File: config.mk
export PLATFORM = sky130hd
export DESIGN_NAME = pixel_replication_upscale_addresser_unit
export DESIGN_NICKNAME = d
export VERILOG_FILES = /design/src/rtl/pru_pkg.sv /design/src/rtl/pru_cfg.sv /design/src/rtl/pru_front.sv /design/src/rtl/pru_queue.sv /design/src/rtl/pru_back.sv /design/src/rtl/pixel_replication_upscale_addresser_unit.sv
export SDC_FILE = /design/constraint.sdc
export NUM_CORES = 2
export LEC_CHECK = 0
export ABC_AREA = 1
export BUFFER_PORTS_ARGS = -buffer_cell sky130_fd_sc_hd__buf_2
export CAP_MARGIN = 10
export CORE_ASPECT_RATIO = 0.6
export CORE_MARGIN = 4
export CORE_UTILIZATION = 66
export CTS_BUF_LIST = sky130_fd_sc_hd__clkbuf_4 sky130_fd_sc_hd__clkbuf_8
export DETAILED_ROUTE_END_ITERATION = 12
export PLACE_DENSITY_LB_ADDON = 0.15
export SLEW_MARGIN = 15
export SYNTH_ARGS = -nofsm -noshare
export SYNTH_HDL_FRONTEND = slang
export SYNTH_HIERARCHICAL = 1
export SYNTH_SLANG_ARGS = --single-unit
File: constraint.sdc
create_clock -name aclk -period 8.6 [get_ports aclk]
set_input_delay 1.72 -clock aclk [delete_from_list [all_inputs] [get_ports aclk]]
set_output_delay 1.72 -clock aclk [all_outputs]
set_load 0.005 [all_outputs]
File: src/rtl/pru_pkg.sv
// Shared types, constants and helpers of the pixel replication upscale addresser.
package pru_pkg;

    localparam int MAX_DIM     = 4096;
    localparam int MAX_FACTOR  = 8;

    localparam int DIM_W       = 13;
    localparam int POS_W       = 12;
    localparam int FACT_W      = 4;
    localparam int PITCH_W     = 14;
    localparam int OFF_W       = 26;
    localparam int PIX_W       = 24;
    localparam int BASE_W      = POS_W + FACT_W;
    localparam int DIVR_W      = DIM_W + 3;
    localparam int CFG_IDX_W   = 2;

    localparam int QUEUE_DEPTH = 4;

    localparam int S_TDATA_W   = ((PIX_W + 7) / 8) * 8;
    localparam int M_FIELDS_W  = PIX_W + 2 * POS_W + OFF_W;
    localparam int M_TDATA_W   = ((M_FIELDS_W + 7) / 8) * 8;
    localparam int M_PAD_W     = M_TDATA_W - M_FIELDS_W;

    typedef enum logic [CFG_IDX_W-1:0] {
        CFG_SOURCE_WIDTH  = 2'd0,
        CFG_SOURCE_HEIGHT = 2'd1,
        CFG_TARGET_WIDTH  = 2'd2,
        CFG_TARGET_HEIGHT = 2'd3
    } cfg_index_t;

    // derived scaling setup, shared by front and back
    typedef struct packed {
        logic [DIM_W-1:0]   src_w;
        logic [DIM_W-1:0]   src_h;
        logic [FACT_W-1:0]  wf;
        logic [FACT_W-1:0]  hf;
        logic [PITCH_W-1:0] pitch;
        logic               size_err;
        logic               busy;
    } scale_cfg_t;

    // one classified pixel waiting for replication
    typedef struct packed {
        logic [PIX_W-1:0]   pix;
        logic               err;
        logic [POS_W-1:0]   col;
        logic [POS_W-1:0]   row;
        logic [OFF_W-1:0]   row_off;
        logic [OFF_W-1:0]   col_off;
    } queue_entry_t;

    // zero acts as one, oversize clamps to the largest image
    function automatic logic [DIM_W-1:0] eff_dim(input logic [DIM_W-1:0] x);
        logic [DIM_W-1:0] r;
        if (x == '0) begin
            r = DIM_W'(1);
        end else if (x > DIM_W'(MAX_DIM)) begin
            r = DIM_W'(MAX_DIM);
        end else begin
            r = x;
        end
        return r;
    endfunction

endpackage

File: src/rtl/pru_cfg.sv
// Dimension registers and the iterative ratio logic that computes both scale factors in parallel.
module pru_cfg (
    input  logic                           aclk,
    input  logic                           aresetn,
    input  logic                           cfg_wr_en,
    input  logic [pru_pkg::CFG_IDX_W-1:0]  cfg_index,
    input  logic [pru_pkg::DIM_W-1:0]      cfg_wdata,
    output pru_pkg::scale_cfg_t            cfg
);

    typedef enum logic [1:0] {ST_IDLE, ST_LOAD, ST_DIV} state_t;

    state_t                          state_reg;
    logic [pru_pkg::DIM_W-1:0]       sw_reg, sh_reg, tw_reg, th_reg;
    logic [pru_pkg::DIVR_W-1:0]      rem_w_reg, rem_h_reg;
    logic [pru_pkg::DIM_W-1:0]       dvs_w_reg, dvs_h_reg;
    logic [pru_pkg::FACT_W-1:0]      qw_reg, qh_reg;
    logic [1:0]                      step_reg;
    logic [pru_pkg::FACT_W-1:0]      wf_reg, hf_reg;
    logic [pru_pkg::PITCH_W-1:0]     pitch_reg;
    logic                            err_reg;

    logic [pru_pkg::DIM_W-1:0]       sw_eff, sh_eff, tw_eff, th_eff;
    logic [pru_pkg::DIVR_W-1:0]      trial_w, trial_h;
    logic                            ge_w, ge_h;
    logic [pru_pkg::FACT_W-1:0]      bit_q, qw_next, qh_next;
    logic [pru_pkg::PITCH_W-1:0]     tw3;

    assign sw_eff = pru_pkg::eff_dim(sw_reg);
    assign sh_eff = pru_pkg::eff_dim(sh_reg);
    assign tw_eff = pru_pkg::eff_dim(tw_reg);
    assign th_eff = pru_pkg::eff_dim(th_reg);

    // one quotient bit per cycle, msb first
    assign trial_w = pru_pkg::DIVR_W'(dvs_w_reg) << step_reg;
    assign trial_h = pru_pkg::DIVR_W'(dvs_h_reg) << step_reg;
    assign ge_w    = rem_w_reg >= trial_w;
    assign ge_h    = rem_h_reg >= trial_h;
    assign bit_q   = pru_pkg::FACT_W'(1) << step_reg;
    assign qw_next = ge_w ? (qw_reg | bit_q) : qw_reg;
    assign qh_next = ge_h ? (qh_reg | bit_q) : qh_reg;

    // width*3 + 3, low two bits cleared (rounds up to a multiple of four)
    assign tw3 = (pru_pkg::PITCH_W'(tw_eff) << 1) + pru_pkg::PITCH_W'(tw_eff)
               + pru_pkg::PITCH_W'(3);

    always_ff @(posedge aclk) begin
        if (!aresetn) begin
            state_reg <= ST_IDLE;
            sw_reg    <= pru_pkg::DIM_W'(1);
            sh_reg    <= pru_pkg::DIM_W'(1);
            tw_reg    <= pru_pkg::DIM_W'(1);
            th_reg    <= pru_pkg::DIM_W'(1);
            wf_reg    <= pru_pkg::FACT_W'(1);
            hf_reg    <= pru_pkg::FACT_W'(1);
            pitch_reg <= pru_pkg::PITCH_W'(4);
            err_reg   <= 1'b0;
            step_reg  <= 2'd0;
        end else if (cfg_wr_en) begin
            unique case (pru_pkg::cfg_index_t'(cfg_index))
                pru_pkg::CFG_SOURCE_WIDTH:  sw_reg <= cfg_wdata;
                pru_pkg::CFG_SOURCE_HEIGHT: sh_reg <= cfg_wdata;
                pru_pkg::CFG_TARGET_WIDTH:  tw_reg <= cfg_wdata;
                pru_pkg::CFG_TARGET_HEIGHT: th_reg <= cfg_wdata;
                default: ;
            endcase
            state_reg <= ST_LOAD;
        end else begin
            unique case (state_reg)
                ST_IDLE: ;
                ST_LOAD: begin
                    rem_w_reg <= pru_pkg::DIVR_W'(tw_eff);
                    rem_h_reg <= pru_pkg::DIVR_W'(th_eff);
                    dvs_w_reg <= sw_eff;
                    dvs_h_reg <= sh_eff;
                    qw_reg    <= '0;
                    qh_reg    <= '0;
                    step_reg  <= 2'd3;
                    state_reg <= ST_DIV;
                end
                ST_DIV: begin
                    if (ge_w) rem_w_reg <= rem_w_reg - trial_w;
                    if (ge_h) rem_h_reg <= rem_h_reg - trial_h;
                    qw_reg <= qw_next;
                    qh_reg <= qh_next;
                    if (step_reg == 2'd0) begin
                        wf_reg <= (qw_next > pru_pkg::FACT_W'(pru_pkg::MAX_FACTOR)) ?
                                  pru_pkg::FACT_W'(pru_pkg::MAX_FACTOR) : qw_next;
                        hf_reg <= (qh_next > pru_pkg::FACT_W'(pru_pkg::MAX_FACTOR)) ?
                                  pru_pkg::FACT_W'(pru_pkg::MAX_FACTOR) : qh_next;
                        pitch_reg <= {tw3[pru_pkg::PITCH_W-1:2], 2'b00};
                        err_reg   <= (tw_eff < sw_eff) || (th_eff < sh_eff);
                        state_reg <= ST_IDLE;
                    end else begin
                        step_reg <= step_reg - 2'd1;
                    end
                end
                default: state_reg <= ST_IDLE;
            endcase
        end
    end

    always_comb begin
        cfg.src_w    = sw_eff;
        cfg.src_h    = sh_eff;
        cfg.wf       = wf_reg;
        cfg.hf       = hf_reg;
        cfg.pitch    = pitch_reg;
        cfg.size_err = err_reg;
        cfg.busy     = (state_reg != ST_IDLE);
    end

endmodule

File: src/rtl/pru_front.sv
// Input side: position tracking, base address of each pixel's block, queue push.
module pru_front (
    input  logic                           aclk,
    input  logic                           aresetn,
    input  logic                           s_tvalid,
    output logic                           s_tready,
    input  logic [pru_pkg::S_TDATA_W-1:0]  s_tdata,
    input  logic [0:0]                     s_tuser,
    input  pru_pkg::scale_cfg_t            cfg,
    output logic                           q_push,
    output pru_pkg::queue_entry_t          q_entry,
    input  logic                           q_full
);

    localparam int PROD_W = pru_pkg::BASE_W + pru_pkg::PITCH_W;

    logic [pru_pkg::POS_W-1:0]   sc_reg, sr_reg, sc_next, sr_next;
    logic                        st_valid_reg, st_valid_next;
    logic [pru_pkg::PIX_W-1:0]   st_pix_reg;
    logic                        st_err_reg;
    logic [pru_pkg::BASE_W-1:0]  st_bcol_reg, st_brow_reg;

    logic                        accept;
    logic [pru_pkg::POS_W-1:0]   sc_eff, sr_eff;
    logic [pru_pkg::DIM_W-1:0]   c1, r1, r_sel;
    logic [PROD_W-1:0]           row_prod;

    assign s_tready = !cfg.busy && (!st_valid_reg || !q_full);
    assign accept   = s_tvalid && s_tready;
    assign q_push   = st_valid_reg && !q_full;

    assign sc_eff = s_tuser[0] ? '0 : sc_reg;
    assign sr_eff = s_tuser[0] ? '0 : sr_reg;

    // advance column, wrap into row, wrap row
    always_comb begin
        c1 = pru_pkg::DIM_W'(sc_eff) + pru_pkg::DIM_W'(1);
        r1 = pru_pkg::DIM_W'(sr_eff) + pru_pkg::DIM_W'(1);
        if (c1 >= cfg.src_w) begin
            sc_next = '0;
            r_sel   = (r1 >= cfg.src_h) ? '0 : r1;
        end else begin
            sc_next = c1[pru_pkg::POS_W-1:0];
            r_sel   = pru_pkg::DIM_W'(sr_eff);
        end
        sr_next = (r_sel >= cfg.src_h) ? '0 : r_sel[pru_pkg::POS_W-1:0];
    end

    always_comb begin
        if (accept) st_valid_next = 1'b1;
        else if (q_push) st_valid_next = 1'b0;
        else st_valid_next = st_valid_reg;
    end

    always_ff @(posedge aclk) begin
        if (!aresetn) begin
            sc_reg       <= '0;
            sr_reg       <= '0;
            st_valid_reg <= 1'b0;
        end else begin
            st_valid_reg <= st_valid_next;
            if (accept) begin
                sc_reg <= sc_next;
                sr_reg <= sr_next;
            end
        end
    end

    always_ff @(posedge aclk) begin
        if (accept) begin
            st_pix_reg  <= s_tdata[pru_pkg::PIX_W-1:0];
            st_err_reg  <= cfg.size_err;
            st_bcol_reg <= pru_pkg::BASE_W'(sc_eff) * pru_pkg::BASE_W'(cfg.wf);
            st_brow_reg <= pru_pkg::BASE_W'(sr_eff) * pru_pkg::BASE_W'(cfg.hf);
        end
    end

    assign row_prod = PROD_W'(st_brow_reg) * PROD_W'(cfg.pitch);

    always_comb begin
        q_entry.pix     = st_pix_reg;
        q_entry.err     = st_err_reg;
        q_entry.col     = st_bcol_reg[pru_pkg::POS_W-1:0];
        q_entry.row     = st_brow_reg[pru_pkg::POS_W-1:0];
        q_entry.row_off = row_prod[pru_pkg::OFF_W-1:0];
        q_entry.col_off = (pru_pkg::OFF_W'(st_bcol_reg) << 1) + pru_pkg::OFF_W'(st_bcol_reg);
    end

endmodule

File: src/rtl/pru_queue.sv
// Small register queue between the front and the replication back end.
module pru_queue (
    input  logic                    aclk,
    input  logic                    aresetn,
    input  logic                    push,
    input  pru_pkg::queue_entry_t   entry_in,
    output logic                    full,
    input  logic                    pop,
    output pru_pkg::queue_entry_t   entry_out,
    output logic                    empty
);

    localparam int DEPTH = pru_pkg::QUEUE_DEPTH;
    localparam int PTR_W = (DEPTH > 1) ? $clog2(DEPTH) : 1;
    localparam int CNT_W = $clog2(DEPTH + 1);

    pru_pkg::queue_entry_t  mem_reg [DEPTH];
    logic [PTR_W-1:0]       wptr_reg, rptr_reg;
    logic [CNT_W-1:0]       count_reg;
    logic                   do_push, do_pop;

    assign full      = (count_reg == CNT_W'(DEPTH));
    assign empty     = (count_reg == '0);
    assign do_push   = push && !full;
    assign do_pop    = pop && !empty;
    assign entry_out = mem_reg[rptr_reg];

    always_ff @(posedge aclk) begin
        if (!aresetn) begin
            wptr_reg  <= '0;
            rptr_reg  <= '0;
            count_reg <= '0;
        end else begin
            if (do_push) begin
                wptr_reg <= (wptr_reg == PTR_W'(DEPTH - 1)) ? '0 : wptr_reg + PTR_W'(1);
            end
            if (do_pop) begin
                rptr_reg <= (rptr_reg == PTR_W'(DEPTH - 1)) ? '0 : rptr_reg + PTR_W'(1);
            end
            if (do_push && !do_pop) count_reg <= count_reg + CNT_W'(1);
            else if (do_pop && !do_push) count_reg <= count_reg - CNT_W'(1);
        end
    end

    always_ff @(posedge aclk) begin
        if (do_push) mem_reg[wptr_reg] <= entry_in;
    end

endmodule

File: src/rtl/pru_back.sv
// Output side: walks the factor block of each queued pixel, one copy per cycle while m_tready is high.
module pru_back (
    input  logic                           aclk,
    input  logic                           aresetn,
    input  pru_pkg::scale_cfg_t            cfg,
    input  logic                           q_empty,
    input  pru_pkg::queue_entry_t          q_entry,
    output logic                           q_pop,
    output logic                           m_tvalid,
    input  logic                           m_tready,
    output logic [pru_pkg::M_TDATA_W-1:0]  m_tdata,
    output logic [0:0]                     m_tuser,
    output logic                           m_tlast
);

    logic                         valid_reg, valid_next;
    logic                         run_reg, run_next;
    logic [pru_pkg::FACT_W-1:0]   h_reg, h_next, v_reg, v_next;
    logic [pru_pkg::PIX_W-1:0]    pix_reg, pix_next;
    logic [pru_pkg::POS_W-1:0]    col_reg, col_next, row_reg, row_next;
    logic [pru_pkg::POS_W-1:0]    bcol_reg, bcol_next;
    logic [pru_pkg::OFF_W-1:0]    off_reg, off_next, rso_reg, rso_next;
    logic                         err_reg, err_next;
    logic                         last_reg, last_next;

    logic                         advance, h_end;
    logic [pru_pkg::OFF_W-1:0]    first_off;

    assign advance   = !valid_reg || m_tready;
    assign q_pop     = advance && !run_reg && !q_empty;
    assign h_end     = (h_reg == cfg.wf - pru_pkg::FACT_W'(1));
    assign first_off = q_entry.row_off + q_entry.col_off;

    always_comb begin
        valid_next = valid_reg;
        run_next   = run_reg;
        h_next     = h_reg;
        v_next     = v_reg;
        pix_next   = pix_reg;
        col_next   = col_reg;
        row_next   = row_reg;
        bcol_next  = bcol_reg;
        off_next   = off_reg;
        rso_next   = rso_reg;
        err_next   = err_reg;
        last_next  = last_reg;
        if (advance) begin
            if (run_reg) begin
                valid_next = 1'b1;
                if (!h_end) begin
                    h_next   = h_reg + pru_pkg::FACT_W'(1);
                    col_next = col_reg + pru_pkg::POS_W'(1);
                    off_next = off_reg + pru_pkg::OFF_W'(3);
                end else begin
                    h_next   = '0;
                    v_next   = v_reg + pru_pkg::FACT_W'(1);
                    col_next = bcol_reg;
                    row_next = row_reg + pru_pkg::POS_W'(1);
                    rso_next = rso_reg + pru_pkg::OFF_W'(cfg.pitch);
                    off_next = rso_reg + pru_pkg::OFF_W'(cfg.pitch);
                end
                last_next = (h_next == cfg.wf - pru_pkg::FACT_W'(1)) &&
                            (v_next == cfg.hf - pru_pkg::FACT_W'(1));
                run_next  = !last_next;
            end else if (!q_empty) begin
                valid_next = 1'b1;
                h_next     = '0;
                v_next     = '0;
                err_next   = q_entry.err;
                if (q_entry.err) begin
                    // invalid size: single zeroed result
                    pix_next  = '0;
                    col_next  = '0;
                    row_next  = '0;
                    off_next  = '0;
                    last_next = 1'b1;
                end else begin
                    pix_next  = q_entry.pix;
                    col_next  = q_entry.col;
                    row_next  = q_entry.row;
                    off_next  = first_off;
                    last_next = (cfg.wf == pru_pkg::FACT_W'(1)) &&
                                (cfg.hf == pru_pkg::FACT_W'(1));
                end
                bcol_next = q_entry.col;
                rso_next  = first_off;
                run_next  = !last_next;
            end else begin
                valid_next = 1'b0;
            end
        end
    end

    always_ff @(posedge aclk) begin
        if (!aresetn) begin
            valid_reg <= 1'b0;
            run_reg   <= 1'b0;
        end else begin
            valid_reg <= valid_next;
            run_reg   <= run_next;
        end
    end

    always_ff @(posedge aclk) begin
        h_reg    <= h_next;
        v_reg    <= v_next;
        pix_reg  <= pix_next;
        col_reg  <= col_next;
        row_reg  <= row_next;
        bcol_reg <= bcol_next;
        off_reg  <= off_next;
        rso_reg  <= rso_next;
        err_reg  <= err_next;
        last_reg <= last_next;
    end

    assign m_tvalid   = valid_reg;
    assign m_tdata    = {{pru_pkg::M_PAD_W{1'b0}}, off_reg, row_reg, col_reg, pix_reg};
    assign m_tuser[0] = err_reg;
    assign m_tlast    = last_reg;

endmodule

File: src/rtl/pixel_replication_upscale_addresser_unit.sv
// Top level of the pixel replication upscale addresser: config, front, queue, back.
//
//  channel  dir  handshake            payload
//  s_       in   s_tvalid/s_tready    s_tdata[23:0] pixel_value, s_tuser[0] image_start
//  m_       out  m_tvalid/m_tready    m_tdata pixel/column/row/offset, m_tuser[0] size_error,
//                                     m_tlast run_last
//  cfg_     in   cfg_wr_en            cfg_index register, cfg_wdata value
//
//  Each pixel gives wf*hf copies at the back end (one copy per cycle while m_tready is high),
//  a single copy for a size error. The first copy passes the front stage register, the queue
//  and the back end's output register before it is valid; a four-entry queue lets the
//  input run ahead during long runs.
//  Every register write restarts the factor divider, with s_tready held low while it runs.
//  Reset is synchronous, active low; factors come up at 1, pitch at 4.
//  A stalled m_ side fills the queue, then holds s_tready low; no transfer is dropped.
module pixel_replication_upscale_addresser_unit (
    input  logic                           aclk,
    input  logic                           aresetn,
    // config write port
    input  logic                           cfg_wr_en,
    input  logic [pru_pkg::CFG_IDX_W-1:0]  cfg_index,
    input  logic [pru_pkg::DIM_W-1:0]      cfg_wdata,
    // source pixels
    input  logic                           s_tvalid,
    output logic                           s_tready,
    input  logic [pru_pkg::S_TDATA_W-1:0]  s_tdata,   // [23:0] pixel_value
    input  logic [0:0]                     s_tuser,   // [0] image_start
    // replicated copies
    output logic                           m_tvalid,
    input  logic                           m_tready,
    output logic [pru_pkg::M_TDATA_W-1:0]  m_tdata,   // [23:0] out_pixel, [35:24] dest_column,
                                                      // [47:36] dest_row, [73:48] byte_offset
    output logic [0:0]                     m_tuser,   // [0] size_error
    output logic                           m_tlast    // run_last
);

    pru_pkg::scale_cfg_t    cfg;
    pru_pkg::queue_entry_t  push_entry, head_entry;
    logic                   q_push, q_full, q_pop, q_empty;

    // registers plus factor / pitch recompute
    pru_cfg u_cfg (
        .aclk      (aclk),
        .aresetn   (aresetn),
        .cfg_wr_en (cfg_wr_en),
        .cfg_index (cfg_index),
        .cfg_wdata (cfg_wdata),
        .cfg       (cfg)
    );

    // position tracking, block base address
    pru_front u_front (
        .aclk     (aclk),
        .aresetn  (aresetn),
        .s_tvalid (s_tvalid),
        .s_tready (s_tready),
        .s_tdata  (s_tdata),
        .s_tuser  (s_tuser),
        .cfg      (cfg),
        .q_push   (q_push),
        .q_entry  (push_entry),
        .q_full   (q_full)
    );

    pru_queue u_queue (
        .aclk      (aclk),
        .aresetn   (aresetn),
        .push      (q_push),
        .entry_in  (push_entry),
        .full      (q_full),
        .pop       (q_pop),
        .entry_out (head_entry),
        .empty     (q_empty)
    );

    // copy walker, h fastest then v
    pru_back u_back (
        .aclk     (aclk),
        .aresetn  (aresetn),
        .cfg      (cfg),
        .q_empty  (q_empty),
        .q_entry  (head_entry),
        .q_pop    (q_pop),
        .m_tvalid (m_tvalid),
        .m_tready (m_tready),
        .m_tdata  (m_tdata),
        .m_tuser  (m_tuser),
        .m_tlast  (m_tlast)
    );

endmodule

==> results.cfg <==
[status]
outcome = finished clean

[setup_path]
path_class = reg2reg
crit_top_cell = fa_1
path_cells = nand2_1, fa_1, inv_1, fa_1, fa_1, fa_1, fa_1, inv_1, fa_1, inv_1, ha_1, nand2_1, nand2_1, a31oi_1, nand2_1, nand2_1, nand4_1, xor2_1
slowest_stage = dfxtp_1
worstSetupEndpointType = register
path_max_fanout = 18
critPathLaunchType = register
crit_buf_inv = 3
required_ns = 9.09
cp_top_family = adder cells
critPathMaxStageDelay_ns = 1.01
critPathArrivalTime_ns = 6.91

[final_layout]
fin_nets = 6071
largest_reg_flops = 404
drive_gt1_share_pct = 11.7
syn2layout_area_growth_pct = 6.32
seq_area_um2 = 21800
fillers = 5845
multi_input_area_um2 = 24200
fin_area_um2 = 53400

[yosys]
async_flop_share_pct = 0
ys.flop_type = edfxtp_1
avgSynthCellArea_um2 = 9.18
yosys_warnings = 6
synth_edf_count = 649
netlist_instances = 5470
yosys_register_bits = 762
seq_area_frac_synth_pct = 43.3
post_synth_num_cell_types = 73
synth_area_um2 = 50200

[timing]
whs_ns = 0.445
worst_slew_pin_slew_ns = 1.16
finalCriticalPeriod_ns = 6.42
slew_headroom_pct = 22.6
hold_viol = 0
finalCritPeriodShare_pct = 74.7
setup_tns_ns = 0
rsz0062_at_grt = false
setup_viol = 0
finalClockSkew_ns = 0.0361
maxSlewViolCount = 0
fin_ws_ns = 2.18
max_freq_ghz = 0.156

[clock_network]
root_buffer = clkbuf_8
cts.repair.resized = 0
cts_setup_buffers = 0
clkTransAtPathRegs_ns = 0.07
insertion_delay_ns = 0.80
cts_buffer_depth = 3
hold_buffers = 0
cts_buffers = 109
htree_levels = 3
cts_sinks = 762
cts_tree = done

[global_route]
grt_util_met3_pct = 9.92
grt_overflow = 0
antenna_found_initial = 2
use_met1_pct = 51.8
use_met2_pct = 43.4
grt_pass1_vias = 36400
grt_pass1_wl_um = 204000
top_usage_layer = met1
grt_max_degree = 77
grtUsageTotal_pct = 32.4

[die]
start_util_pct = 66.5
die_y_um = 222
fp.dieW_um = 364
dieArea_um2 = 80700
coreArea_um2 = 75400
std_cell_rows = 78
ioPinCount = 129

[run]
maxCapViolCount = 0

[pwr]
cellPowerDensity_nw_per_um2 = 292
p_leak_uw = 0.0239
ir_drop_mv = 0.245

[place]
io_buffers = 122
pre_cts_ws_ns = 1.85
gp_congestion = 0.976
placed_area_um2 = 51100
dp_hpwl_um = 94200

[route]
drt_iter0_drc = 5014
firstDrtPassIters = 8
wl_um = 130000
via_per_inst = 5.87
route.detailed.drc = 0
ant_nets = 0
num_vias = 38800
wl_per_cell_um = 19.7

[worst_hold_path]
min_path_type = reg2reg
placed cells by master, fill, tap and decap left out, types with 118 or more instances in the layout:
master | synthesis | final
ha_1 | 307 | 307
fa_1 | 206 | 206
clkbuf_8 | 0 | 118
o21ai_0 | 380 | 380
inv_1 | 774 | 772
edfxtp_1 | 649 | 649
nand3_1 | 183 | 183
a21oi_1 | 257 | 257
nand2_1 | 1056 | 1056
buf_2 | 39 | 122
nor2_1 | 479 | 471
routing by layer:
metal  up-vias  part of all wire, %
li1      18200                    -
met1     18400                   46
met2      2046                   39
met3       153                   13
met4         0                  1.6
met5         -                    0
cell families after synthesis:
family | share of synthesized area, %
compound gates | 11.6
xor+xnor | 2.84
fa+ha+maj | 15.9
buf+inv | 8.70
flops | 43.3
mux | 0.0399
other cells | 0.0224
simple gates | 17.6
per-stage QoR:
stage          std cells  utilization, %  power, µW
2_1_floorplan       5483               -      10300
3_3_place_gp        6402            67.7      12200
3_5_place_dp        6402            67.7      12300
4_1_cts             6605            70.7      15400
5_1_grt             6605            70.7      16500
6_report            6607            70.7      15600
cell type report:
type,count,share of cell area [%]
Antenna cell,2,0.00938
Clock buffer,166,3.72
Clock inverter,37,0.607
Inverter,797,5.62
Multi-Input combinational cell,3688,45.3
Sequential cell,762,40.8
Tap cell,1000,2.34
Timing Repair Buffer,155,1.61
worst register-to-register path, cell delays in order, from the launching register on:
cell and delay, ns:
dfxtp_1 1.01, nand2_1 0.19, fa_1 0.55, inv_1 0.06
fa_1 0.42, fa_1 0.57, fa_1 0.44, fa_1 0.54
inv_1 0.05, fa_1 0.53, inv_1 0.04, ha_1 0.37
nand2_1 0.09, nand2_1 0.07, a31oi_1 0.23, nand2_1 0.11
nand2_1 0.07, nand4_1 0.10, xor2_1 0.67
power breakdown:
group          switching [µW]  internal, µW  leakage, µW  total, µW
Sequential                466          5020      0.00695       5480
Clock                    1460          1580      0.00123       3040
Combinational            4860          2200       0.0157       7060
synth_stat cells, types with 8 or more instances:
cell / instances / area share (%)
nand2_1: 1056 / 7.9
inv_1: 774 / 5.8
edfxtp_1: 649 / 39
nor2_1: 479 / 3.6
o21ai_0: 380 / 3.8
ha_1: 307 / 7.7
a21oi_1: 257 / 2.6
fa_1: 206 / 8.2
nand3_1: 183 / 1.8
clkbuf_1: 119 / 0.89
dfxtp_1: 113 / 4.5
xor2_1: 109 / 1.9
nor2_2: 100 / 1.2
o21ai_1: 95 / 0.95
o22ai_2: 80 / 2.0
nand4_1: 62 / 0.77
xnor2_1: 52 / 0.91
buf_4: 49 / 0.73
nor3_1: 42 / 0.42
buf_2: 39 / 0.39
nand2_2: 38 / 0.47
o22ai_1: 26 / 0.32
inv_2: 17 / 0.13
o21bai_1: 16 / 0.24
buf_6: 13 / 0.29
a21o_1: 12 / 0.18
a31oi_1: 11 / 0.14
nor4_1: 11 / 0.14
o211ai_1: 11 / 0.16
or2_2: 11 / 0.14
buf_12: 9 / 0.36
nand3_2: 9 / 0.18
nand3b_1: 9 / 0.13
a211oi_1: 8 / 0.12
final timing paths:
path                      startpoint                     end  slack, ns  depth (start not counted)
setup / recovery  u_cfg/pitch_reg[6]  u_queue/mem_reg[0][46]       2.18                         18
setup reg to reg  u_cfg/pitch_reg[6]  u_queue/mem_reg[0][46]       2.18                         18
hold reg to reg        u_cfg/err_reg      u_front/st_err_reg       0.44                          0
hold / removal         u_cfg/err_reg      u_front/st_err_reg       0.44                          0
(Power assumes the default switching activity.)
